**src/rtl/epid_pkg.sv**
```systemverilog
// Shared types, constants and helpers for the encoder speed PID controller.
// Used by every module under rtl/; depends on nothing else.
`default_nettype none

package epid_pkg;

	// Default width of the quadrature counter being extended
	localparam int COUNTER_BITS_DEF = 16;

	// Configuration register indexes
	localparam int CFG_IDX_W = 2;
	localparam logic [CFG_IDX_W-1:0] REG_GAIN_PROP  = 2'd0;
	localparam logic [CFG_IDX_W-1:0] REG_GAIN_INTEG = 2'd1;
	localparam logic [CFG_IDX_W-1:0] REG_GAIN_DERIV = 2'd2;

	// Register reset values, signed Q8.8
	localparam logic signed [15:0] GAIN_PROP_RST  = 16'sd512;
	localparam logic signed [15:0] GAIN_INTEG_RST = 16'sd0;
	localparam logic signed [15:0] GAIN_DERIV_RST = 16'sd0;

	// Saturation bounds, on the widest internal sum
	localparam int SUM_W = 43;
	localparam logic signed [SUM_W-1:0] SUM_MAX32 = 43'sd2147483647;
	localparam logic signed [SUM_W-1:0] SUM_MIN32 = -43'sd2147483648;
	localparam logic signed [31:0] INT32_MAX = 32'sh7FFFFFFF;
	localparam logic signed [31:0] INT32_MIN = 32'sh80000000;

	// Error stage result: saturated error, error delta, reported speed
	typedef struct packed {
		logic signed [31:0] err;
		logic signed [32:0] diff;
		logic signed [15:0] speed;
	} epid_err_t;

	// Product stage result: gain products already shifted back to Q.8
	typedef struct packed {
		logic signed [39:0] p;
		logic signed [39:0] ki;
		logic signed [40:0] d;
		logic signed [15:0] speed;
	} epid_prod_t;

	// Clamp a wide signed sum to signed 32 bits
	function automatic logic signed [31:0] sat32(input logic signed [SUM_W-1:0] x);
		logic signed [31:0] r;
		if (x > SUM_MAX32) begin
			r = INT32_MAX;
		end else if (x < SUM_MIN32) begin
			r = INT32_MIN;
		end else begin
			r = x[31:0];
		end
		return r;
	endfunction

endpackage

`default_nettype wire

```
**src/rtl/epid_speed.sv**
```systemverilog
// Input register, counter wrap handling, speed and error computation.
// Depends on epid_pkg (sat32, epid_err_t).
`default_nettype none

module epid_speed import epid_pkg::*; #(
	parameter int COUNTER_BITS = COUNTER_BITS_DEF
) (
	input  wire logic               clk,
	input  wire logic               arst_n,
	input  wire logic               in_valid,
	output logic                    in_ready,
	input  wire logic [15:0]        raw_count,
	input  wire logic signed [23:0] speed_target,
	output logic                    out_valid,
	input  wire logic               out_ready,
	output epid_err_t               out_item
);

	localparam int CB = COUNTER_BITS;
	localparam int EW = (CB + 10 > 33) ? CB + 10 : 33;
	localparam int SW = (CB + 1 > 17) ? CB + 1 : 17;
	localparam logic signed [CB+1:0] HALF = (CB + 2)'(1) <<< (CB - 1);
	localparam logic signed [CB+1:0] FULL = (CB + 2)'(1) <<< CB;
	localparam logic signed [SW-1:0] SPD_MAX = SW'(32767);
	localparam logic signed [SW-1:0] SPD_MIN = -(SW'(32768));

	logic                    v_s1, v_s2, adv_s2;
	logic [15:0]             raw_s1;
	logic signed [23:0]      tgt_s1;
	logic [CB-1:0]           last_raw_q;
	logic signed [31:0]      last_error_q;
	logic [CB+15:0]          raw_wide;
	logic [CB-1:0]           raw_c;
	logic signed [CB+1:0]    jump, spd_w;
	logic signed [CB:0]      spd;
	logic signed [EW-1:0]    err_full;
	logic signed [31:0]      err32;
	logic signed [SW-1:0]    spd_x;
	logic signed [15:0]      spd16;
	epid_err_t               item_s2;

	assign adv_s2   = !v_s2 || out_ready;
	assign in_ready = !v_s1 || adv_s2;

	// Mask the counter to its configured width
	assign raw_wide = {CB'(0), raw_s1};
	assign raw_c    = raw_wide[CB-1:0];

	// Extend position: a jump of half the range or more is a wrap
	always_comb begin
		jump = $signed({2'b00, raw_c}) - $signed({2'b00, last_raw_q});
		if (jump >= HALF) begin
			spd_w = jump - FULL;
		end else if (jump <= -HALF) begin
			spd_w = jump + FULL;
		end else begin
			spd_w = jump;
		end
		spd = $signed(spd_w[CB:0]);
	end

	// Error in Q.8, saturated
	assign err_full = EW'(tgt_s1) - (EW'(spd) <<< 8);
	assign err32    = sat32(SUM_W'(err_full));

	// Clamp reported speed to the 16-bit field
	always_comb begin
		spd_x = SW'(spd);
		if (spd_x > SPD_MAX) begin
			spd16 = SPD_MAX[15:0];
		end else if (spd_x < SPD_MIN) begin
			spd16 = SPD_MIN[15:0];
		end else begin
			spd16 = spd_x[15:0];
		end
	end

	// Stage valids and per-item state
	always_ff @(posedge clk or negedge arst_n) begin
		if (!arst_n) begin
			v_s1         <= 1'b0;
			v_s2         <= 1'b0;
			last_raw_q   <= '0;
			last_error_q <= '0;
		end else begin
			if (in_ready) begin
				v_s1 <= in_valid;
			end
			if (adv_s2) begin
				v_s2 <= v_s1;
			end
			if (adv_s2 && v_s1) begin
				last_raw_q   <= raw_c;
				last_error_q <= err32;
			end
		end
	end

	// Payload registers
	always_ff @(posedge clk) begin
		if (in_ready && in_valid) begin
			raw_s1 <= raw_count;
			tgt_s1 <= speed_target;
		end
		if (adv_s2 && v_s1) begin
			item_s2.err   <= err32;
			item_s2.diff  <= 33'(err32) - 33'(last_error_q);
			item_s2.speed <= spd16;
		end
	end

	assign out_valid = v_s2;
	assign out_item  = item_s2;

endmodule

`default_nettype wire

```
**src/rtl/epid_mult.sv**
```systemverilog
// Gain multiplier stage: P, I and D products, shifted back to Q.8 and registered.
// Depends on epid_pkg (epid_err_t, epid_prod_t).
`default_nettype none

module epid_mult import epid_pkg::*; (
	input  wire logic               clk,
	input  wire logic               arst_n,
	input  wire logic signed [15:0] gain_prop,
	input  wire logic signed [15:0] gain_integ,
	input  wire logic signed [15:0] gain_deriv,
	input  wire logic               in_valid,
	output logic                    in_ready,
	input  wire epid_err_t          in_item,
	output logic                    out_valid,
	input  wire logic               out_ready,
	output epid_prod_t              out_item
);

	logic               v_s3;
	logic signed [31:0] err;
	logic signed [32:0] diff;
	logic signed [47:0] prod_p, prod_i;
	logic signed [48:0] prod_d;
	epid_prod_t         item_s3;

	assign in_ready = !v_s3 || out_ready;

	// Signed products; floor shift by 8 is a bit select
	assign err    = in_item.err;
	assign diff   = in_item.diff;
	assign prod_p = gain_prop * err;
	assign prod_i = gain_integ * err;
	assign prod_d = gain_deriv * diff;

	always_ff @(posedge clk or negedge arst_n) begin
		if (!arst_n) begin
			v_s3 <= 1'b0;
		end else if (in_ready) begin
			v_s3 <= in_valid;
		end
	end

	always_ff @(posedge clk) begin
		if (in_ready && in_valid) begin
			item_s3.p     <= prod_p[47:8];
			item_s3.ki    <= prod_i[47:8];
			item_s3.d     <= prod_d[48:8];
			item_s3.speed <= in_item.speed;
		end
	end

	assign out_valid = v_s3;
	assign out_item  = item_s3;

endmodule

`default_nettype wire

```
**src/rtl/epid_accum.sv**
```systemverilog
// Integrator update, drive sum with saturation, and the output register.
// Depends on epid_pkg (sat32, epid_prod_t).
`default_nettype none

module epid_accum import epid_pkg::*; (
	input  wire logic          clk,
	input  wire logic          arst_n,
	input  wire logic          in_valid,
	output logic               in_ready,
	input  wire epid_prod_t    in_item,
	output logic               out_valid,
	input  wire logic          out_ready,
	output logic signed [31:0] drive,
	output logic signed [15:0] speed
);

	logic                    out_valid_q;
	logic signed [31:0]      integ_q, integ_new, drive_q;
	logic signed [15:0]      speed_q;
	logic signed [40:0]      integ_sum;
	logic signed [SUM_W-1:0] drive_sum;
	logic signed [39:0]      p_term, ki_term;
	logic signed [40:0]      d_term;

	assign in_ready = !out_valid_q || out_ready;

	assign p_term  = in_item.p;
	assign ki_term = in_item.ki;
	assign d_term  = in_item.d;

	// Integrate, then sum the three terms
	assign integ_sum = 41'(integ_q) + 41'(ki_term);
	assign integ_new = sat32(SUM_W'(integ_sum));
	assign drive_sum = SUM_W'(p_term) + SUM_W'(integ_new) + SUM_W'(d_term);

	always_ff @(posedge clk or negedge arst_n) begin
		if (!arst_n) begin
			out_valid_q <= 1'b0;
			integ_q     <= '0;
		end else if (in_ready) begin
			out_valid_q <= in_valid;
			if (in_valid) begin
				integ_q <= integ_new;
			end
		end
	end

	// Hold the result until taken
	always_ff @(posedge clk) begin
		if (in_ready && in_valid) begin
			drive_q <= sat32(drive_sum);
			speed_q <= in_item.speed;
		end
	end

	assign out_valid = out_valid_q;
	assign drive     = drive_q;
	assign speed     = speed_q;

endmodule

`default_nettype wire

```
**src/rtl/encoder_speed_pid_unit.sv**
```systemverilog
// Encoder speed PID controller: counter extension, speed, error, P/I/D drive.
// Throughput: one item per cycle while the output is taken; four register
// stages (input, error, products, output) with a ready chain, so no bubble
// while the output waits.
// Reset (arst_n low, asynchronous): pipeline empty, gains 2.0/0/0, last count,
// last error and integrator cleared. Depends on epid_pkg and the epid_* modules.
`default_nettype none

module encoder_speed_pid_unit import epid_pkg::*; #(
	parameter int COUNTER_BITS = COUNTER_BITS_DEF
) (
	input  wire logic                 clk,
	input  wire logic                 arst_n,
	input  wire logic                 s_tvalid,
	output logic                      s_tready,
	input  wire logic [39:0]          s_tdata,   // [15:0] raw_count, [39:16] speed_target
	output logic                      m_tvalid,
	input  wire logic                 m_tready,
	output logic [47:0]               m_tdata,   // [31:0] drive, [47:32] speed
	input  wire logic                 cfg_valid,
	output logic                      cfg_ready,
	input  wire logic [CFG_IDX_W-1:0] cfg_index,
	input  wire logic [15:0]          cfg_data
);

	logic signed [15:0] gain_prop_q, gain_integ_q, gain_deriv_q;
	logic               err_valid, err_ready, prod_valid, prod_ready;
	epid_err_t          err_item;
	epid_prod_t         prod_item;
	logic signed [31:0] drive;
	logic signed [15:0] speed;

	assign cfg_ready = 1'b1;

	// Gain registers
	always_ff @(posedge clk or negedge arst_n) begin
		if (!arst_n) begin
			gain_prop_q  <= GAIN_PROP_RST;
			gain_integ_q <= GAIN_INTEG_RST;
			gain_deriv_q <= GAIN_DERIV_RST;
		end else if (cfg_valid && cfg_ready) begin
			case (cfg_index)
				REG_GAIN_PROP: begin
					gain_prop_q <= cfg_data;
				end
				REG_GAIN_INTEG: begin
					gain_integ_q <= cfg_data;
				end
				REG_GAIN_DERIV: begin
					gain_deriv_q <= cfg_data;
				end
				default: begin
				end
			endcase
		end
	end

	epid_speed #(
		.COUNTER_BITS(COUNTER_BITS)
	) u_speed (
		.clk         (clk),
		.arst_n      (arst_n),
		.in_valid    (s_tvalid),
		.in_ready    (s_tready),
		.raw_count   (s_tdata[15:0]),
		.speed_target($signed(s_tdata[39:16])),
		.out_valid   (err_valid),
		.out_ready   (err_ready),
		.out_item    (err_item)
	);

	epid_mult u_mult (
		.clk       (clk),
		.arst_n    (arst_n),
		.gain_prop (gain_prop_q),
		.gain_integ(gain_integ_q),
		.gain_deriv(gain_deriv_q),
		.in_valid  (err_valid),
		.in_ready  (err_ready),
		.in_item   (err_item),
		.out_valid (prod_valid),
		.out_ready (prod_ready),
		.out_item  (prod_item)
	);

	epid_accum u_accum (
		.clk      (clk),
		.arst_n   (arst_n),
		.in_valid (prod_valid),
		.in_ready (prod_ready),
		.in_item  (prod_item),
		.out_valid(m_tvalid),
		.out_ready(m_tready),
		.drive    (drive),
		.speed    (speed)
	);

	assign m_tdata = {speed, drive};

endmodule

`default_nettype wire

```
**config.mk**
```make
export PLATFORM = sky130hd
export DESIGN_NAME = encoder_speed_pid_unit
export DESIGN_NICKNAME = d
export VERILOG_FILES = /design/src/rtl/epid_pkg.sv /design/src/rtl/epid_speed.sv /design/src/rtl/epid_mult.sv /design/src/rtl/epid_accum.sv /design/src/rtl/encoder_speed_pid_unit.sv
export SDC_FILE = /design/constraint.sdc
export NUM_CORES = 2
export LEC_CHECK = 0
export BUFFER_PORTS_ARGS = -buffer_cell sky130_fd_sc_hd__buf_4
export CAP_MARGIN = 20
export CORE_MARGIN = 3
export CORE_UTILIZATION = 65
export CTS_CLUSTER_DIAMETER = 100
export DETAILED_ROUTE_END_ITERATION = 10
export PLACE_DENSITY_LB_ADDON = 0.05
export SETUP_SLACK_MARGIN = 0.1
export SKIP_CTS_REPAIR_TIMING = 1
export SYNTH_ARGS = -nofsm -noshare
export SYNTH_HDL_FRONTEND = slang
export SYNTH_SLANG_ARGS = --single-unit
export TNS_END_PERCENT = 20
```
**constraint.sdc**
```tcl
create_clock -name clk -period 9.69 [get_ports clk]
set_clock_uncertainty 0.2 [all_clocks]
set_input_delay 0.969 -clock clk [delete_from_list [all_inputs] [get_ports clk]]
set_output_delay 0.969 -clock clk [all_outputs]
set_load 0.02 [all_outputs]
```
# Word level (Yosys, flattened, before mapping)

Cells that the tools add are included.

Word-level logic and storage cells: 69
Bits of input ports: 63
Bits in registers: 438
Output and inout port bits: 51

Muxes and demuxes: 8
$add $sub $neg: 8
$lt $le $gt $ge: 10
Multipliers: 3
Equal/unequal tests: 2
Reductions and logical operators: 17

Operators by type and width:

| cell                     | count |
|---|---|
| $mux W32                 | 5 |
| $mul A16 B32 Y48         | 2 |
| $mul A16 B33 Y49         | 1 |
| $gt A43 B32 Y1 const B   | 1 |
| $lt A43 B32 Y1 const B   | 1 |
| $add A41 B41 Y42         | 1 |
| $add A32 B40 Y41         | 1 |
| $add A40 B32 Y41         | 1 |
| $gt A41 B32 Y1 const B   | 1 |
| $lt A41 B32 Y1 const B   | 1 |
| $mux W17                 | 2 |
| $sub A32 B32 Y33         | 1 |
| $gt A26 B32 Y1 const B   | 1 |
| $lt A26 B32 Y1 const B   | 1 |
| $sub A24 B25 Y26         | 1 |
| $add A17 B17 Y17 const B | 1 |
| $ge A17 B17 Y1 const B   | 1 |
| $gt A17 B16 Y1 const B   | 1 |
| $le A17 B16 Y1 const B   | 1 |
| $lt A17 B16 Y1 const B   | 1 |
| $sub A16 B16 Y17         | 1 |
| $sub A17 B17 Y17 const B | 1 |
| $mux W16                 | 1 |
| $reduce_and A2 Y1        | 4 |
| 6 further kinds          | 15 |

# Logic depth before layout (Yosys ltp)

Depth after elaboration: 9
Depth in mapped cells: 32
Gate-level depth less buffers: 31

# By module

A second synthesis with hierarchy kept.

Cell total of the unflattened synthesis: 8039
Area total of the unflattened synthesis: 76098.0 um^2

Modules (own cells, without submodules):

| module                 | area each (um^2) | instances | cells each |
|---|---|---|---|
| epid_mult              | 56758.2          | 1         | 6108 |
| epid_accum             | 9097.5           | 1         | 1091 |
| epid_speed             | 8414.3           | 1         | 736 |
| encoder_speed_pid_unit | 1828.0           | 1         | 104 |

# Least setup slack after synthesis

No wires, ideal clock.

Path type: reg2reg
Start: register gain_integ_q[6]
End: register u_mult.item_s3, in the netlist u_mult.out_item[96] (data pin)
Arrival: 6.929 ns
Clock period less this slack: 7.389 ns
Path buffers: 2
Stages on the path, launching flop included: 28
Path slack: 2.301 ns
Data required time: 9.230 ns
Setup time: 0.260 ns
Cells stage by stage: dfrtp_1 -> clkbuf_1 -> clkbuf_1 -> nand2_1 -> fa_1 -> inv_1 -> fa_1 -> inv_1 -> fa_1 -> inv_1 -> fa_1 -> inv_1 -> fa_1 -> inv_1 -> fa_1 -> ha_1 -> a21o_1 -> a211oi_1 -> nor2_1 -> or3_1 -> o41ai_2 -> o21ai_1 -> a31oi_1 -> o31a_1 -> a21oi_1 -> a21o_1 -> a21oi_1 -> xnor2_1

Word-level cells in the longest chain between the ends: 1

Ends and longest elaborated chain:

| item                   | RTL line                     | text |
|---|---|---|
| start, declared        | encoder_speed_pid_unit.sv:26 | `logic signed [15:0] gain_prop_q, gain_integ_q, gain_deriv_q;` |
| start signal, assigned | encoder_speed_pid_unit.sv:47 | `gain_integ_q <= cfg_data;` |
| $mul A16 B32 Y48       | epid_mult.sv:32              | `assign prod_i = gain_integ * err;` |
| via u_mult.prod_i[47]  | epid_mult.sv:22              | `logic signed [47:0] prod_p, prod_i;` |
| end, declared          | epid_mult.sv:24              | `epid_prod_t item_s3;` |

The timed path passes the listed nets, and every way through them passes these cells.
A chain may end at the register's enable or synchronous reset.

# Worst setup path in the final report

Start: register u_accum.integ_q[20]
End: register u_accum.drive_q[26], in the netlist u_accum.drive[26] (data pin)

Word-level cells in the longest chain between the ends: 8

Ends and longest elaborated chain:

| item                     | RTL line         | text |
|---|---|---|
| start, declared          | epid_accum.sv:18 | `logic signed [31:0] integ_q, integ_new, drive_q;` |
| start signal, assigned   | epid_accum.sv:43 | `integ_q <= integ_new;` |
| $add A32 B40 Y41 *       | epid_accum.sv:32 | `assign integ_sum = 41'(integ_q) + 41'(ki_term);` |
| $lt A41 B32 Y1           | epid_pkg.sv:48   | `end else if (x < SUM_MIN32) begin` |
| $mux W32                 | epid_pkg.sv:48   |  |
| $mux W32 *               | epid_pkg.sv:46   | `if (x > SUM_MAX32) begin` |
| via u_accum.integ_new[2] | epid_accum.sv:18 |  |
| $add A40 B32 Y41 *       | epid_accum.sv:34 | `assign drive_sum = SUM_W'(p_term) + SUM_W'(integ_new) + SUM_W'(d_term);` |
| $add A41 B41 Y42 *       | epid_accum.sv:34 |  |
| $lt A43 B32 Y1           | epid_pkg.sv:48   |  |
| $mux W32                 | epid_pkg.sv:48   |  |
| end signal, assigned     | epid_accum.sv:51 | `drive_q <= sat32(drive_sum);` |
| end, declared            | epid_accum.sv:18 |  |

Mark *: on every way through the listed nets, which the timed path passes. The rest lies on a longest branch.

==> metrics.md <==
| Metric | Value |
|---|---|
| FP Rows | `121` |
| Setup TNS | `0 ns` |
| CTS clock-pin slew for the worst setup and hold paths | `0.06 ns` |
| Overflow after GRT | `0` |
| Synthesis-to-finish area growth | `5.588%` |
| Drt wl/cell | `21.15 um` |
| Drt initial violations | `3851` |
| Avg Inst Size Synth | `9.852 sq um` |
| Die area | `115600 sq um` |
| DP HPWL | `152200 um` |
| Worst Max-Slew Pin Slew | `1.092 ns` |
| EDFF count, synth | `301` |
| Fin nets | `9337` |
| Run status | `complete, no violations` |
| Total GRT Usage | `0.3370` |
| Crit. Startpoint | `u_accum.integ_q[20]` |
| Post-route antenna net violation count | `0` |
| R2R setup slack | `0.46 ns` |
| Ranking of synthesized cells by area | `fa_1, edfxtp_1, ha_1` |
| Commonest cells in the netlist | `inv_1, fa_1, nand2_1` |
| Top_reg_cell synth | `edfxtp_1` |
| Clock latency on the worst-skew pair | `0.67 ns` |
| Crit path capture type | `flop` |
| Via-to-Cell Ratio | `5.748` |
| Critical-path maximum fanout | `29` |
| Vias in the first global route | `54020` |
| Yosys reg bits | `428` |
| Routability cong. | `0.9378` |
| Final critical-path share of the clock period | `0.9521` |
| Ports | `114` |
| Reg2reg path depth | `27` |
| Slowest CP cell | `o21ai_4` |
| RSZ-0062 raised after global routing | `false` |
| Die height | `340.0 um` |
| Cts bufs inserted | `51` |
| Layer with the highest usage | `met2` |
| Slew Viols, Final | `0` |
| Reg-to-reg endpoint | `u_accum.drive[26]` |
| Delay-heaviest family, CP | `compound AO/OA/AOI/OAI gates` |
| Pin count of the biggest net entering global routing | `108` |
| # setup viols final | `0` |
| Synthesized area | `72520 sq um` |
| WP data arrival | `9.38 ns` |
| Hold Vio Cnt, Final | `0` |
| R2R Path Start | `u_accum.integ_q[20]` |
| H-Tree Depth | `2` |
| Ratio of cells with drive above 1 in the final layout | `0.05787` |
| Critical Path Start Type | `flop` |
| Netlist cell types | `101` |
| Clk buf depth | `3` |
| Root buf cell | `clkbuf_16` |
| Yosys warnings | `0` |
| Die X-Extent | `340.0 um` |
| Async set-or-reset flop fraction in the synthesized netlist | `0.2967` |
| WP depth | `27` |
| CTS tree | `done` |
| Antenna violations before repair | `3` |
| Initial Utilization | `0.6607` |
| Worst path bufs/invs | `1` |
| DRC viols | `0` |
| Gate Count Post-Synth | `7361` |
| Final Critical Period | `9.226 ns` |
| Crit path kind | `flop to flop` |
| Sequential fraction of the synthesis area | `0.1685` |
| Share of the synthesized area in the top cell type | `0.4088` |
| Max_slew headroom | `0.2720` |
| Worst EP required | `9.85 ns` |
| Min-delay worst type | `input pin to asynchronous set/reset pin` |
| Drt first pass iters | `6` |
| Worst path max stage delay | `0.75 ns` |
| Core Box Area | `109800 sq um` |
| Routing usage on met1 | `0.4713` |
| Met3 Use GR | `0.06257` |
| Max frequency | `0.1084 GHz` |
| Total number of vias | `50820` |
| Mapped Nets | `9380` |
| Area leader, netlist | `fa_1` |
| Met2 Track Usage GR | `0.5318` |
| Max-cap violations | `0` |
| Clock tree sinks | `428` |
| Port Buffers | `112` |
| Count leader, synth | `inv_1` |
| First-pass GRT wire length | `300900 um` |
| Drt total wl | `187000 um` |
| Setup crit end | `u_accum.drive[26]` |
-- registers in the layout (all words and copies together) (netlist names) --
| register | count |
|---|---|
| u_speed.v_s1 | 1 |
| gain_integ_q | 16 |
| u_accum.speed | 16 |
| gain_prop_q | 16 |
| u_accum.integ_q | 32 |
| u_mult.out_valid | 1 |
| gain_deriv_q | 16 |
| u_speed.tgt_s1 | 24 |
| u_speed.last_raw_q | 16 |
| u_speed.out_valid | 1 |
| u_speed.raw_c | 16 |
| u_accum.drive | 32 |
| u_speed.out_item | 76 |
| u_mult.out_item | 137 |
| u_speed.last_error_q | 27 |
| u_accum.out_valid | 1 |
-- final cells by class --
type,instances,area [sq um]
Multi-Input combinational cell,5052,53140
Fill cell,8560,33190
Sequential cell,428,12230
Inverter,1563,5872
Tap cell,1476,1847
Timing Repair Buffer,222,1710
Clock buffer,65,1390
Clock inverter,31,380.4
Antenna cell,4,10.01
-- through the flow --
stage | hold WS (ns) | instance area, sq um | instances | setup WS, ns | util
3_5_place_dp | 0.2051 | 74740 | 8739 | 0.8239 | 0.6809
4_1_cts | 0.05188 | 76510 | 8835 | 0.7267 | 0.6970
3_3_place_gp | 0.2026 | 74740 | 8739 | 1.057 | 0.6809
6_report | 0.07259 | 76570 | 8841 | 0.4637 | 0.6976
2_1_floorplan | 0.2003 | 72520 | 7361 | 2.301 | -
5_1_grt | 0.06261 | 76560 | 8837 | 0.1249 | 0.6975
-- metal layers --
| layer | share of wire | vias to the layer above | wire length (um) |
|---|---|---|---|
| met2 | 0.47 | 1960 | 87110 |
| met5 | 0.000070 | - | 13 |
| met4 | 0.045 | 2 | 8507 |
| met3 | 0.086 | 352 | 16040 |
| li1 | - | 22330 | - |
| met1 | 0.40 | 26170 | 75350 |
-- kinds of logic (layout without fill, tap and decap cells) --
kind of cell,count (synthesis),in the layout,share of synthesized area
buffers and inverters,1881,1881,0.09896
xor gates and xnor gates,265,265,0.03226
DFF,428,428,0.1685
and+or+nand+nor,2028,2028,0.1338
AOI/OAI and AO/OA,749,749,0.06749
adders and majority gates,1956,1956,0.4908
muxes,53,53,0.008212
other,1,5,0.00005171
-- layout by cell type, fill, tap and decap left out, types with 153 or more instances in the layout --
master	instances
a21oi_1	223
fa_1	1481
xnor2_1	185
buf_4	219
nor2_1	163
and2_1	460
o21ai_0	153
ha_1	475
nand2_1	1032
inv_1	1560
edfxtp_1	301
-- how the worst min path moves through the flow --
stage / start / slack (ns) / endpoint / depth (start not counted)
floorplan: u_mult.out_item[0] / 0.20 / u_accum.speed[0] / 0
global placement: u_mult.out_item[10] / 0.20 / u_accum.speed[10] / 0
detailed placement: u_speed.out_item[1] / 0.21 / u_mult.out_item[1] / 0
CTS: arst_n / 0.05 / u_mult.out_valid / 1
global route: arst_n / 0.06 / u_mult.out_valid / 1
finish: arst_n / 0.07 / u_mult.out_valid / 1
Power is left out: the tool's default activity adds up to more than one toggle a clock period on the data nets, which glitch-free logic cannot reach.
